`src/ipsc_pkg.sv`:
```
`timescale 1ns / 1ps
// ----------------------------------------------------------------------------
// ipsc_pkg
// Shared types and constants of the address scope classifier.
// ----------------------------------------------------------------------------
package ipsc_pkg;

  localparam int unsigned FamilyW = 2;
  localparam int unsigned AddrW   = 64;
  localparam int unsigned ScopeW  = 3;

  localparam logic [FamilyW-1:0] FamOther = 2'd0;
  localparam logic [FamilyW-1:0] FamIpv4  = 2'd1;
  localparam logic [FamilyW-1:0] FamIpv6  = 2'd2;

  typedef enum logic [ScopeW-1:0] {
    ScopeNone      = 3'd0,
    ScopeMulticast = 3'd1,
    ScopeLoopback  = 3'd2,
    ScopePseudo    = 3'd3,
    ScopeGlobal    = 3'd4,
    ScopeLinkLocal = 3'd5,
    ScopePrivate   = 3'd6
  } scope_e;

  // Masked prefix compares for IPv4.
  localparam logic [31:0] Shared10Mask  = 32'hffc00000;
  localparam logic [31:0] Shared10Net   = 32'h64400000;
  localparam logic [31:0] Mask16        = 32'hffff0000;
  localparam logic [31:0] LinkLocalNet  = 32'ha9fe0000;
  localparam logic [31:0] Mask12        = 32'hfff00000;
  localparam logic [31:0] Priv172Net    = 32'hac100000;
  localparam logic [31:0] Priv192Net    = 32'hc0a80000;
  localparam logic [31:0] Mask24        = 32'hffffff00;
  localparam logic [31:0] TestNet1      = 32'hc0000200;
  localparam logic [31:0] Mask15        = 32'hfffe0000;
  localparam logic [31:0] BenchNet      = 32'hc6120000;
  localparam logic [31:0] TestNet2      = 32'hc6336400;
  localparam logic [31:0] TestNet3      = 32'hcb007100;

endpackage

```
`src/ip_address_scope_classifier.sv`:
```
`timescale 1ns / 1ps
// ----------------------------------------------------------------------------
// ip_address_scope_classifier
// Classifies one IPv4 or IPv6 address per transfer into a scope code.
// ----------------------------------------------------------------------------
//
//   Channel  Direction  Handshake               Payload
//   input    in         in_valid_i/in_stall_o   family_i, addr_high_i, addr_low_i
//   output   out        out_valid_o/out_stall_i scope_o
//
// The block takes one transfer every clock cycle while in_stall_o is low and
// produces one result per transfer, through the input and result registers.
// The first register holds the incoming address; the decode between it and
// the result register is a handful of byte and prefix compares.
// Reset (rst_ni low, asynchronous) empties both stages; the block has no
// stored classification state.
// A stall on the output holds the result register; the input register keeps
// accepting until it too holds an item, and only then is in_stall_o raised.
// ----------------------------------------------------------------------------
module ip_address_scope_classifier (
  input  logic                         clk_i,
  input  logic                         rst_ni,
  input  logic                         in_valid_i,
  output logic                         in_stall_o,
  input  logic [ipsc_pkg::FamilyW-1:0] family_i,
  input  logic [ipsc_pkg::AddrW-1:0]   addr_high_i,
  input  logic [ipsc_pkg::AddrW-1:0]   addr_low_i,
  output logic                         out_valid_o,
  input  logic                         out_stall_i,
  output logic [ipsc_pkg::ScopeW-1:0]  scope_o
);

  // Input register stage.
  logic                         in_vld_q;
  logic [ipsc_pkg::FamilyW-1:0] family_q;
  logic [ipsc_pkg::AddrW-1:0]   addr_high_q;
  logic [ipsc_pkg::AddrW-1:0]   addr_low_q;

  // Result register stage.
  logic             res_vld_q;
  ipsc_pkg::scope_e scope_q;
  ipsc_pkg::scope_e scope_d;

  ipsc_pkg::scope_e v4_scope;
  ipsc_pkg::scope_e v6_scope;

  logic res_load;
  logic in_load;

  // The result register frees up when it is empty or its item leaves now;
  // the input register frees up when it is empty or its item moves on.
  assign res_load   = !res_vld_q || !out_stall_i;
  assign in_load    = !in_vld_q || res_load;
  assign in_stall_o = !in_load;

  ipsc_v4_class u_v4 (
    .addr_i  (addr_low_q[31:0]),
    .scope_o (v4_scope)
  );

  ipsc_v6_class u_v6 (
    .addr_high_i (addr_high_q),
    .addr_low_i  (addr_low_q),
    .scope_o     (v6_scope)
  );

  // Family select: any family other than IPv4 or IPv6 gives no scope.
  always_comb begin
    case (family_q)
      ipsc_pkg::FamIpv4: scope_d = v4_scope;
      ipsc_pkg::FamIpv6: scope_d = v6_scope;
      default:           scope_d = ipsc_pkg::ScopeNone;
    endcase
  end

  always_ff @(posedge clk_i or negedge rst_ni) begin
    if (!rst_ni) begin
      in_vld_q  <= 1'b0;
      res_vld_q <= 1'b0;
    end else begin
      if (in_load) begin
        in_vld_q <= in_valid_i;
      end
      if (res_load) begin
        res_vld_q <= in_vld_q;
      end
    end
  end

  // Payload registers carry no reset.
  always_ff @(posedge clk_i) begin
    if (in_load && in_valid_i) begin
      family_q    <= family_i;
      addr_high_q <= addr_high_i;
      addr_low_q  <= addr_low_i;
    end
    if (res_load && in_vld_q) begin
      scope_q <= scope_d;
    end
  end

  assign out_valid_o = res_vld_q;
  assign scope_o     = scope_q;

endmodule

```
`src/ipsc_v4_class.sv`:
```
`timescale 1ns / 1ps
// ----------------------------------------------------------------------------
// ipsc_v4_class
// Combinational IPv4 scope decode: first octet, then masked prefix compares.
// ----------------------------------------------------------------------------
module ipsc_v4_class (
  input  logic [31:0]     addr_i,
  output ipsc_pkg::scope_e scope_o
);

  logic [7:0] top;

  assign top = addr_i[31:24];

  always_comb begin
    // Octets that miss their prefix fall through to the top-nibble test.
    if (addr_i[31:28] == 4'he) begin
      scope_o = ipsc_pkg::ScopeMulticast;
    end else if (addr_i[31:28] == 4'hf) begin
      scope_o = ipsc_pkg::ScopePseudo;
    end else begin
      scope_o = ipsc_pkg::ScopeGlobal;
    end
    case (top)
      8'h00, 8'hff: scope_o = ipsc_pkg::ScopeNone;
      8'h06, 8'h0b, 8'h15, 8'h16, 8'h19, 8'h1a,
      8'h1c, 8'h1d, 8'h1e, 8'h33, 8'h37, 8'h38: scope_o = ipsc_pkg::ScopePseudo;
      8'h0a: scope_o = ipsc_pkg::ScopePrivate;
      8'h7f: scope_o = ipsc_pkg::ScopeLoopback;
      8'h64: begin
        if ((addr_i & ipsc_pkg::Shared10Mask) == ipsc_pkg::Shared10Net) begin
          scope_o = ipsc_pkg::ScopePrivate;
        end
      end
      8'ha9: begin
        if ((addr_i & ipsc_pkg::Mask16) == ipsc_pkg::LinkLocalNet) begin
          scope_o = ipsc_pkg::ScopeLinkLocal;
        end
      end
      8'hac: begin
        if ((addr_i & ipsc_pkg::Mask12) == ipsc_pkg::Priv172Net) begin
          scope_o = ipsc_pkg::ScopePrivate;
        end
      end
      8'hc0: begin
        if (((addr_i & ipsc_pkg::Mask16) == ipsc_pkg::Priv192Net) ||
            ((addr_i & ipsc_pkg::Mask24) == ipsc_pkg::TestNet1)) begin
          scope_o = ipsc_pkg::ScopePrivate;
        end
      end
      8'hc6: begin
        if (((addr_i & ipsc_pkg::Mask15) == ipsc_pkg::BenchNet) ||
            ((addr_i & ipsc_pkg::Mask24) == ipsc_pkg::TestNet2)) begin
          scope_o = ipsc_pkg::ScopePrivate;
        end
      end
      8'hcb: begin
        if ((addr_i & ipsc_pkg::Mask24) == ipsc_pkg::TestNet3) begin
          scope_o = ipsc_pkg::ScopePrivate;
        end
      end
      default: begin
      end
    endcase
  end

endmodule

```
`src/ipsc_v6_class.sv`:
```
`timescale 1ns / 1ps
// ----------------------------------------------------------------------------
// ipsc_v6_class
// Combinational IPv6 scope decode on the leading bytes and the zero middle.
// ----------------------------------------------------------------------------
module ipsc_v6_class (
  input  logic [ipsc_pkg::AddrW-1:0] addr_high_i,
  input  logic [ipsc_pkg::AddrW-1:0] addr_low_i,
  output ipsc_pkg::scope_e           scope_o
);

  logic [7:0] b0;
  logic [7:0] b1;
  logic [7:0] b15;
  logic       mid_zero;

  assign b0       = addr_high_i[63:56];
  assign b1       = addr_high_i[55:48];
  assign b15      = addr_low_i[7:0];
  assign mid_zero = (addr_high_i[47:0] == '0) && (addr_low_i[63:8] == '0);

  always_comb begin
    if (b0 == 8'hff) begin
      scope_o = ipsc_pkg::ScopeMulticast;
    end else if ((b0 == 8'hfe) && (b1[7:6] == 2'b10)) begin
      // Link-local with only byte 15 set to one is treated as loopback.
      scope_o = (mid_zero && (b15 == 8'h01)) ? ipsc_pkg::ScopeLoopback
                                             : ipsc_pkg::ScopeLinkLocal;
    end else if (b0[7:1] == 7'b1111110) begin
      scope_o = ipsc_pkg::ScopePrivate;
    end else if ((b0 == 8'h00) && (b1 == 8'h00) && mid_zero && (b15 == 8'h01)) begin
      scope_o = ipsc_pkg::ScopeLoopback;
    end else if ((b0 == 8'h00) && (b1 == 8'h00) && mid_zero && (b15 == 8'h00)) begin
      scope_o = ipsc_pkg::ScopeNone;
    end else begin
      scope_o = ipsc_pkg::ScopeGlobal;
    end
  end

endmodule

```
`config.mk`:
```
export PLATFORM = sky130hd
export DESIGN_NAME = ip_address_scope_classifier
export DESIGN_NICKNAME = d
export VERILOG_FILES = /design/src/ipsc_pkg.sv /design/src/ip_address_scope_classifier.sv /design/src/ipsc_v4_class.sv /design/src/ipsc_v6_class.sv
export SDC_FILE = /design/constraint.sdc
export NUM_CORES = 1
export LEC_CHECK = 0
export ABC_AREA = 1
export BUFFER_PORTS_ARGS = -buffer_cell sky130_fd_sc_hd__buf_2
export CORE_ASPECT_RATIO = 0.7
export CORE_MARGIN = 4
export CORE_UTILIZATION = 47
export CTS_CLUSTER_DIAMETER = 30
export CTS_CLUSTER_SIZE = 8
export DETAILED_ROUTE_END_ITERATION = 12
export GPL_TIMING_DRIVEN = 1
export PLACE_DENSITY = 0.75
export SYNTH_ARGS = -nofsm -noshare
export SYNTH_HDL_FRONTEND = slang
export SYNTH_SLANG_ARGS = --single-unit
```
`constraint.sdc`:
```
create_clock -name clk_i -period 3.5 [get_ports clk_i]
set_input_delay 1.05 -clock clk_i [delete_from_list [all_inputs] [get_ports clk_i]]
set_output_delay 1.05 -clock clk_i [all_outputs]
set_load 0.005 [all_outputs]
```
## Word-level counts from Yosys, hierarchy flattened

Index checks and enable logic that the tools add are counted.

| word-level totals | value |
|---|---|
| logic and storage cells | 85 |
| output and inout bits | 5 |
| flip-flop bits (word level) | 135 |
| input port bits | 134 |

| operators by class | value |
|---|---|
| multiplexer cells | 16 |
| equal/unequal tests | 38 |
| reductions and logical operators | 25 |

Operators with widths:

| cell | count |
|---|---|
| == test 24 bit, second input constant | 3 |
| == test 8 bit, second input constant | 8 |
| == test 8 x 5 -> 1 bit, second input constant | 7 |
| logical NOT 56 bit | 1 |
| logical NOT 48 bit | 1 |
| two-way mux 3 bit | 14 |
| == test 16 bit, second input constant | 2 |
| logical NOT 8 bit | 4 |
| one-hot mux 3 bit (10 select lines) | 1 |
| == test 8 x 6 -> 1 bit, second input constant | 3 |
| == test 8 x 4 -> 1 bit, second input constant | 2 |
| == test 8 x 7 -> 1 bit, second input constant | 2 |
| == test 15 bit, second input constant | 1 |
| == test 12 bit, second input constant | 1 |
| OR reduction 12 bit | 1 |
| == test 10 x 9 -> 1 bit, second input constant | 1 |
| logical AND 1 bit | 9 |
| == test 4 bit, second input constant | 2 |
| == test 8 x 1 -> 1 bit, second input constant | 1 |
| == test 8 x 3 -> 1 bit, second input constant | 1 |
| == test 7 bit, second input constant | 1 |
| one-hot mux 3 bit (2 select lines) | 1 |
| == test 2 bit, second input constant | 2 |
| logical NOT 1 bit | 4 |
| 3 further kinds | 6 |

## Longest topological paths before layout

| logic depth | value |
|---|---|
| word-level depth | 10 |
| depth in mapped cells | 13 |

## Hierarchy

Synthesis repeated with hierarchy kept, for this count alone.

| second synthesis, totals | value |
|---|---|
| cells, all modules | 477 |
| area total of the unflattened synthesis | 5462.7 sq um |

By module, submodules not included:

| module | area an instance (sq um) | cells an instance | times used |
|---|---|---|---|
| ip_address_scope_classifier | 4159.0 | 158 | 1 |
| ipsc_v6_class | 659.4 | 163 | 1 |
| ipsc_v4_class | 644.4 | 156 | 1 |

## Least setup slack after synthesis

Ideal clock, no wire load.

| timing path | value |
|---|---|
| path kind | input to register |
| start point | in out_stall_i |
| end point | reg addr_high_q[0] in the netlist's numbering, enable pin |
| slack | -0.786 ns |
| library setup time | 0.483 ns |
| arrival | 3.803 ns |
| stages | 5 |
| buffers on the path | 0 |
| cell sequence | nand2_1 > nor2_1 > inv_1 > nand2_1 > inv_1 |

| on the way | value |
|---|---|
| cells in the longest elaborated chain, start to end | 4 |

RTL lines:

| item | line | RTL |
|---|---|---|
| start: declaration | ip_address_scope_classifier.sv:29 | `input logic out_stall_i,` |
| logical NOT 1 bit | ip_address_scope_classifier.sv:52 | `assign res_load = !res_vld_q \|\| !out_stall_i;` |
| logical OR 1 bit | ip_address_scope_classifier.sv:52 |  |
| logical OR 1 bit | ip_address_scope_classifier.sv:53 | `assign in_load = !in_vld_q \|\| res_load;` |
| logical AND 1 bit | ip_address_scope_classifier.sv:92 | `if (in_load && in_valid_i) begin` |
| end signal: assignment | ip_address_scope_classifier.sv:94 | `addr_high_q <= addr_high_i;` |
| end: declaration | ip_address_scope_classifier.sv:36 | `logic [ipsc_pkg::AddrW-1:0] addr_high_q;` |

Every way passes these cells.
A chain may end at the register's enable or synchronous reset.

## Worst setup path in the final report

| timing path | value |
|---|---|
| start point | in out_stall_i |
| end point | out in_stall_o |

| on the way | value |
|---|---|
| cells in the longest elaborated chain, start to end | 4 |

RTL lines:

| item | line | RTL |
|---|---|---|
| logical NOT 1 bit | ip_address_scope_classifier.sv:52 |  |
| logical OR 1 bit | ip_address_scope_classifier.sv:52 |  |
| logical OR 1 bit | ip_address_scope_classifier.sv:53 |  |
| logical NOT 1 bit | ip_address_scope_classifier.sv:54 | `assign in_stall_o = !in_load;` |
| end: declaration | ip_address_scope_classifier.sv:24 | `output logic in_stall_o,` |

Every way passes these cells.

==> results.txt <==
Final Hold Vio Count = 0
Fmax achieved = 0.3964 GHz
CP Capture Point = in_stall_o
P&R area growth vs syn = 28.36%
post-synthesis mux area share = 0%
mean area per synthesized cell = 12.36 um2
DRT Pass-1 Iters = 5
core area = 11050 um2
post-synthesis register bit count = 135
via count = 3622
fraction of the mapped netlist area in compound gates = 0.9142%
final worst setup slack = 0.9774 ns
DRC viols = 0
diode count = 0
Worst EP arrival = 1.47 ns
Initial Util = 48.30%
total track usage = 17.31%
layout cells sized above 1 = 31.46%
pre-CTS WS = 0.7750 ns
Syn Inst Count = 432
worst hold-check path type = in2async
setup_tns = 0 ns
Worst Reg2Reg Path Length in Cells = 6
Final Non-Filler Cells = 757
WHS = 0.4218 ns
VDD IR max = 0.3670 mV
critical path class = in2out
GRT overflow = 0
clock root buffer = clkbuf_16
status = complete, no violations
Slew Limit Fails = 0
Crit path required time = 2.45 ns
clock tree buffer depth = 2
Final Core Density = 62.00%
Worst Setup End Kind = primary output
initial antenna violation count = 0
vias per inst = 4.785
Sw Share = 22.21%
largest family of logic cells by synthesized area = simple AND/OR/NAND/NOR gates
CP max FO = 2
multi-input combinational cell area = 1174 um2
sw power = 0.8570 mW
Pint = 3.001 mW
Iter 0 DRT Violations = 322
reg2reg start = out_valid_o$_DFFE_PN0P_
worst r2r dst = addr_low_q[17]$_DFFE_PP_
dpl cell area = 6297 um2
startpoint types = input pin
most frequent cells in the layout = buf_2 (138), edfxtp_1 (133), nor2_1 (104)
final instance area = 6852 um2
Reg area = 4044 um2
Placer Congestion = 0.8446
vias in the first global route = 3812
clock sink count = 135
commonest non-fill, non-tap cell in the layout = buf_2
RSZ-0062 raised after global routing = no
pwr dens = 563.1 nW/um2
slew of the pin with the lowest slew margin = 0.5808 ns
die area = 13150 um2
IO Count = 139
post-route ant nets = 0
reg-to-reg setup timing slack = 1.52 ns
WL per Instance = 14.32 um
library cells used by synthesis = 21
synth warn = 0
Max-Cap Viols = 0
sequential power share = 51.1%
CTS buffer count = 17
Slew headroom = 61.20%
first-pass GRT wire length = 17470 um
Placed Instances = 726
H-tree Lvls = 4
Worst Skew = 0.007474 ns
CTS tree = done
CP Launch Point = out_stall_i
simple-gate portion of the synthesized area = 20.11%
cts hold-fix bufs = 0
PortBufs = 138
Rows = 32
chip height = 97.16 um
post_cts resized = 0
fillers = 874
HPWL Detailed = 8277 um
Worst-Skew Late Latency = 0.41 ns
Final min period = 2.523 ns
clock transition at the registers of the reported paths = 0.06 ns
setup violators final = 0
leakage = 2.751 nW
drt total wl = 10840 um
Logic pwr share = 6.3%
Tcrit/Tclk final = 72.08%
post-synthesis sequential area ratio = 75.76%
largest net degree at the start of global routing = 53
Die X = 135.4 um
Syn Nets = 568
Nets = 728
Post CTS Setup Buffer Count = 0
synthesized cell area = 5338 um2
Post-Synth Adder-Cell Area = 0.4688%
clock power share = 42.6%
post-synthesis xor/xnor area fraction = 0%
Final Power = 3.858 mW
## worst min path at each step
| stage | end | cells after the start |
|---|---|---|
| floorplan | out_valid_o$_DFFE_PN0P_ | 2 |
| global placement | out_valid_o$_DFFE_PN0P_ | 2 |
| detailed placement | out_valid_o$_DFFE_PN0P_ | 2 |
| CTS | out_valid_o$_DFFE_PN0P_ | 1 |
| global route | out_valid_o$_DFFE_PN0P_ | 1 |
| finish | out_valid_o$_DFFE_PN0P_ | 1 |
## area by class of cell
| cell class | instances | share of cell area [%] |
|---|---|---|
| Clock buffer | 17 | 6.209 |
| Clock inverter | 14 | 1.881 |
| Inverter | 39 | 2.191 |
| Multi-Input combinational cell | 258 | 17.13 |
| Sequential cell | 135 | 59.02 |
| Tap cell | 153 | 2.794 |
| Timing Repair Buffer | 141 | 10.77 |
## synthesized netlist by cell type, drive strengths merged
cell type / count / area share (%)
nor4: 4 / 0.47
o21ai: 2 / 0.19
inv: 39 / 2.7
a21oi: 4 / 0.45
ha: 2 / 0.47
a211oi: 1 / 0.14
nand3b: 4 / 0.56
nand2: 80 / 5.8
nor2: 112 / 8.3
nor3: 6 / 0.56
o211ai: 1 / 0.14
nor3b: 2 / 0.28
edfxtp: 133 / 75
nand3: 28 / 2.7
dfrtp: 2 / 0.94
nand4: 12 / 1.4
## power by group through the flow
stage | Clock (mW) | Combinational (mW) | Sequential (mW)
detailed placement | 0 | 0.244 | 2.00
CTS | 1.68 | 0.245 | 1.97
finish | 1.64 | 0.242 | 1.97
floorplan | 0 | 0.117 | 2.00
global route | 1.76 | 0.275 | 1.98
global placement | 0 | 0.237 | 2.00
## worst max-delay path, cell delays in order
cell and delay [ns]:
buf_2 0.14, nand2_8 0.06, nor2_4 0.11, buf_2 0.12
## flip-flops by register name, indices dropped and copies added (netlist names)
name / cells
out_valid_o: 1
addr_low_q: 64
addr_high_q: 64
scope_o: 3
in_vld_q: 1
family_q: 2
## routing by layer
metal	vias up	GRT usage, %	routed length, um
met5	-	0	0
met1	1668	22.03	4661
li1	1817	-	-
met2	129	27.94	5347
met3	8	5.642	739
met4	0	6.119	93
## cells by family after synthesis
family / Yosys count
DFF: 135
adders and majority gates: 2
buffers and inverters: 39
AOI/OAI and AO/OA: 8
and+or+nand+nor: 248
No activity file was read; power rests on OpenSTA's default activity.
